File: src/twva_pkg.sv
`default_nettype none

package twva_pkg;

    localparam int TIME_W  = 48;
    localparam int COORD_W = 32;
    localparam int COUNT_W = 9;

    localparam logic [TIME_W-1:0] WINDOW_RESET = 48'd5000000;

    // One input word: the current time and an optional timestamped sample.
    typedef struct packed {
        logic [TIME_W-1:0]         current_time;
        logic                      sample_present;
        logic [TIME_W-1:0]         sample_time;
        logic signed [COORD_W-1:0] sample_x;
        logic signed [COORD_W-1:0] sample_y;
        logic signed [COORD_W-1:0] sample_z;
    } in_word_t;

    // One result word.
    typedef struct packed {
        logic                      average_valid;
        logic signed [COORD_W-1:0] mean_x;
        logic signed [COORD_W-1:0] mean_y;
        logic signed [COORD_W-1:0] mean_z;
        logic [COUNT_W-1:0]        sample_count;
        logic                      overflow_seen;
    } out_word_t;

    // One entry of the sample ring.
    typedef struct packed {
        logic [TIME_W-1:0]         stamp;
        logic signed [COORD_W-1:0] x;
        logic signed [COORD_W-1:0] y;
        logic signed [COORD_W-1:0] z;
    } entry_t;

endpackage

`default_nettype wire

File: src/twva_div.sv
`default_nettype none

module twva_div #(
    parameter int NUM_W = 40,
    parameter int DEN_W = 9
) (
    input  wire logic                     aclk,
    input  wire logic                     aresetn,
    input  wire logic                     start,
    input  wire logic signed [NUM_W-1:0]  numer,
    input  wire logic [DEN_W-1:0]         denom,
    output logic                          busy,
    output logic signed [twva_pkg::COORD_W-1:0] quotient
);

    import twva_pkg::*;

    localparam int STEP_W = $clog2(NUM_W + 1);

    logic              busy_reg;
    logic [STEP_W-1:0] step_reg;
    logic [NUM_W-1:0]  mag_reg;
    logic [DEN_W-1:0]  rem_reg;
    logic [DEN_W-1:0]  den_reg;
    logic              neg_reg;

    logic [NUM_W-1:0] numer_u;
    logic [NUM_W-1:0] numer_abs;
    logic [DEN_W:0]   trial;
    logic [DEN_W:0]   diff;
    logic             fits;

    assign numer_u   = numer;
    assign numer_abs = numer_u[NUM_W-1] ? (~numer_u + 1'b1) : numer_u;

    // Restoring division, one quotient bit per cycle. The quotient bits
    // shift into the low end of the magnitude register.
    assign trial = {rem_reg, mag_reg[NUM_W-1]};
    assign diff  = trial - {1'b0, den_reg};
    assign fits  = trial >= {1'b0, den_reg};

    always_ff @(posedge aclk) begin
        if (!aresetn) begin
            busy_reg <= 1'b0;
        end else if (start) begin
            busy_reg <= 1'b1;
        end else if (busy_reg && step_reg == STEP_W'(1)) begin
            busy_reg <= 1'b0;
        end
    end

    always_ff @(posedge aclk) begin
        if (start) begin
            step_reg <= STEP_W'(NUM_W);
            mag_reg  <= numer_abs;
            rem_reg  <= '0;
            den_reg  <= denom;
            neg_reg  <= numer_u[NUM_W-1];
        end else if (busy_reg) begin
            step_reg <= step_reg - 1'b1;
            mag_reg  <= {mag_reg[NUM_W-2:0], fits};
            rem_reg  <= fits ? diff[DEN_W-1:0] : trial[DEN_W-1:0];
        end
    end

    assign busy     = busy_reg;
    assign quotient = neg_reg ? -mag_reg[COORD_W-1:0] : mag_reg[COORD_W-1:0];

endmodule

`default_nettype wire

File: config.mk
export PLATFORM = sky130hd
export DESIGN_NAME = twva_div
export DESIGN_NICKNAME = d
export VERILOG_FILES = /design/src/twva_pkg.sv /design/src/twva_div.sv
export SDC_FILE = /design/constraint.sdc
export NUM_CORES = 1
export LEC_CHECK = 0
export BUFFER_PORTS_ARGS = -buffer_cell sky130_fd_sc_hd__buf_2
export CORE_MARGIN = 3
export CORE_UTILIZATION = 50
export CTS_CLUSTER_SIZE = 20
export DETAILED_ROUTE_END_ITERATION = 7
export PLACE_DENSITY = 0.79
export SETUP_SLACK_MARGIN = 0.02
export SYNTH_ARGS = -nofsm -noshare
export SYNTH_HDL_FRONTEND = slang
export SYNTH_SLANG_ARGS = --single-unit
File: constraint.sdc
create_clock -name aclk -period 3.2 [get_ports aclk]
set_clock_uncertainty 0.15 [all_clocks]
set_input_delay 0.32 -clock aclk [delete_from_list [all_inputs] [get_ports aclk]]
set_output_delay 0.32 -clock aclk [all_outputs]
set_load 0.02 [all_outputs]
==> results.md <==
- Final instance area: 5510 um^2
- Main flop type after synthesis: edfxtp_1
- Vias per cell: 5.78
- Vias post-DR: 4026
- First-pass DRT Iterations: 5
- Die Span X: 101 um
- Share of cells above drive strength 1: 24.2%
- Crit path to: quotient[25]
- Setup WS pre-CTS: 48.9 ps
- Number of flops mapped to enable cells by yosys: 50
- Worst slew pin tran: 759 ps
- Period utilisation layout: 98.8%
- TritonCTS clock tree: yes
- Global Route Usage Sum: 22.3%
- DR iter-0 viols: 226
- Crit-path max cell delay: 580 ps
- Main combinational cell family by area after synthesis: compound AO/OA/AOI/OAI gates
- Synth Area per Inst: 9.24 um^2
- DPL Wire Length: 7.92 mm
- DIE HEIGHT: 101 um
- CP endpoint kind: output pin
- Total power: 2.58 mW
- Multiplexer share of the synthesized area: 3.36%
- Crit-path cells: or4_4 -> or3_4 -> nor2_4 -> nand3_2 -> o41ai_2 -> xnor2_1 -> buf_4
- Filler cells: 673
- Hold Path Class: primary input to register
- # DRC: 0
- Worst R2R End: rem_reg[3]$_SDFFE_PP0P_
- R2R setup slack: 400 ps
- Leakage power: 2.15 nW
- Unique cell type count in the Yosys netlist: 45
- Non-filler instance count after layout: 697
- Post-synthesis net count: 553
- # IOs: 85
- Most common cell after layout, fill and taps aside: buf_2
- Reg2Reg Depth: 11
- Simple-gate portion of the synthesized area: 16.5%
- Status: completed
- Crit path DAT: 2690 ps
- Startpoint Class: register
- Top delay family on crit path: simple AND/OR/NAND/NOR gates
- Max reg flops: 40
- Final min period: 3160 ps
- Syn-to-layout area delta: 22.4%
- WP depth: 7
- Final Hold Violating Endpoints: 0
- Vias in the first global route: 3775
- Full die area: 10200 um^2
- Pwr Density: 468 nW/um^2
- Placement row count: 33
- GP Congestion: 0.929
- Drt total wl: 11.2 mm
- Compound-Gate Fraction of Synth Area: 17.7%
- Synth warn: 0
- Cells after synthesis: 487
- Final ANT Viol Nets: 0
- Initial Util: 53.2%
- RSZ-0062 raised after global routing: yes
- First-pass GRT wire length: 17.9 mm
- Placed instance area: 5060 um^2
- Worst-path clk slew: 80 ps
- Dpl cells: 667
- Sequential area share after synthesis: 40.5%
- WHS: 36.1 ps
- Wire per inst: 16.0 um
- RR Startpoint: mag_reg[39]$_DFFE_PP_
- Xor/xnor share of the synthesized area: 14.6%
- Placeable Area: 8460 um^2
- Grt ovf: 0
- Yosys reg bits: 66
- FF+latch area: 1820 um^2
- Setup ws final: 39.6 ps
- # Max-Cap Violations: 0
- Mapped Area: 4500 um^2
- Final setup fails: 0
- Depth of the CTS H-tree: 3
- CTS Buf Count: 9
- Data required time of the worst path: 2730 ps
- Worst vdd ir: 0.000209 V
- Nets@finish: 652
- Critical path class: register to output pin
- Most frequent cells in the layout: buf_2, nor2_1, edfxtp_1, xnor2_1, a21oi_1
- Multi-input logic area: 2620 um^2
- Port Buffers: 84
- Crit path buf inv count: 1
- Fmax: 316 MHz
- Crit path max fanout: 5
- Pin count of the biggest net entering global routing: 65
- Longest Clk Path Bufs: 2
- Initial antenna violation count: 1
- CP max-delay cell: or4_4
- Worst setup path start: mag_reg[9]$_DFFE_PP_
- Clock sinks: 66
- Clock root cell: clkbuf_8
- Post-Synth Adder-Cell Area: 4.06%
- Clk_lat worst skew: 350 ps
- Asr flop ratio synth: 0%
- Slew headroom: 49.4%
- Final Max Slew Viols: 0
## worst register-to-register path, stage by stage (launching register included)
cell	delay (ps)
edfxtp_1	360
inv_1	90
ha_1	170
inv_1	50
fa_1	420
a21o_1	180
a21o_1	180
a311oi_1	270
o21ai_0	250
buf_4	240
mux2i_1	130
a211oi_1	230
## logic make-up after synthesis
group,count (synthesis)
multiplexers,14
flip-flops,66
buffers and inverters,39
adder cells (fa/ha/maj),14
AND/OR/NAND/NOR,155
AO/OA/AOI/OAI,124
XOR/XNOR,75
## how the worst min path moves through the flow
| stage | start | slack [ps] | cells past startpoint | to |
|---|---|---|---|---|
| after floorplan | denom[0] | 270 | 0 | den_reg[0]$_DFFE_PP_ |
| after global placement | rem_reg[8]$_SDFFE_PP0P_ | 300 | 2 | rem_reg[8]$_SDFFE_PP0P_ |
| after detailed placement | rem_reg[8]$_SDFFE_PP0P_ | 310 | 2 | rem_reg[8]$_SDFFE_PP0P_ |
| after CTS | aresetn | 30 | 2 | busy$_SDFFE_PN0P_ |
| after global routing | aresetn | 30 | 2 | busy$_SDFFE_PN0P_ |
| final | aresetn | 40 | 2 | busy$_SDFFE_PN0P_ |
## routing by layer
layer,global-route usage (%),share of wire (%),up-vias
met5,0,0,-
met4,9.84,3.0,0
met3,4.22,6.7,31
met2,35.3,47,147
met1,29.6,44,1869
li1,-,-,1979
## what timing repair did
action | CTS | global route
buffers inserted | 3 | 1
hold buffers | 9 | 0
gates resized for setup | 11 | 14
pin swaps | 1 | 2
endpoints found under the hold margin | 9 | 0
setup endpoints to repair | 10 | 13
## Yosys cell counts (3+ instances only)
cell,instances,area [um^2]
xnor2_1,41,359
o31ai_1,20,150
nor2_1,62,233
inv_1,17,63.8
mux2i_1,8,80.1
ha_1,13,163
nand2b_1,5,31.3
or2_2,3,18.8
edfxtp_1,50,1500
nor3_1,3,15.0
o21ai_0,28,140
or4_4,3,33.8
o41ai_1,14,123
dfxtp_1,16,320
or4_1,8,60.1
or3_1,5,31.3
a21oi_1,40,200
a211oi_1,6,45.0
nand3_1,9,45.0
nand2_1,36,135
clkbuf_1,17,63.8
nor4_1,7,43.8
nor2b_1,6,37.5
mux2_2,5,56.3
xor2_1,34,298
buf_1,4,15.0
a21o_1,5,37.5
## where the power goes
part           leakage [nW]  switching [mW]  internal [mW]
registers             0.623          0.0858           1.03
logic                  1.42           0.394          0.298
clock network         0.107           0.322          0.453
## final cells by class
cell class | count | area share (%)
antenna | 1 | 0.0454
timing repair buffer | 110 | 11.8
clock inverter | 6 | 1.45
sequential | 66 | 33.1
inverter | 17 | 1.16
clock buffer | 10 | 2.50
tap | 105 | 2.39
multi-input combinational | 382 | 47.6
## metrics by stage
step	TNS (ps)	util (%)
floorplan	0	-
global placement	0	59.8
detailed placement	0	59.8
CTS	0	64.4
global route	-127	65.1
finish	0	65.1
Power figures use the tool's default switching activity.
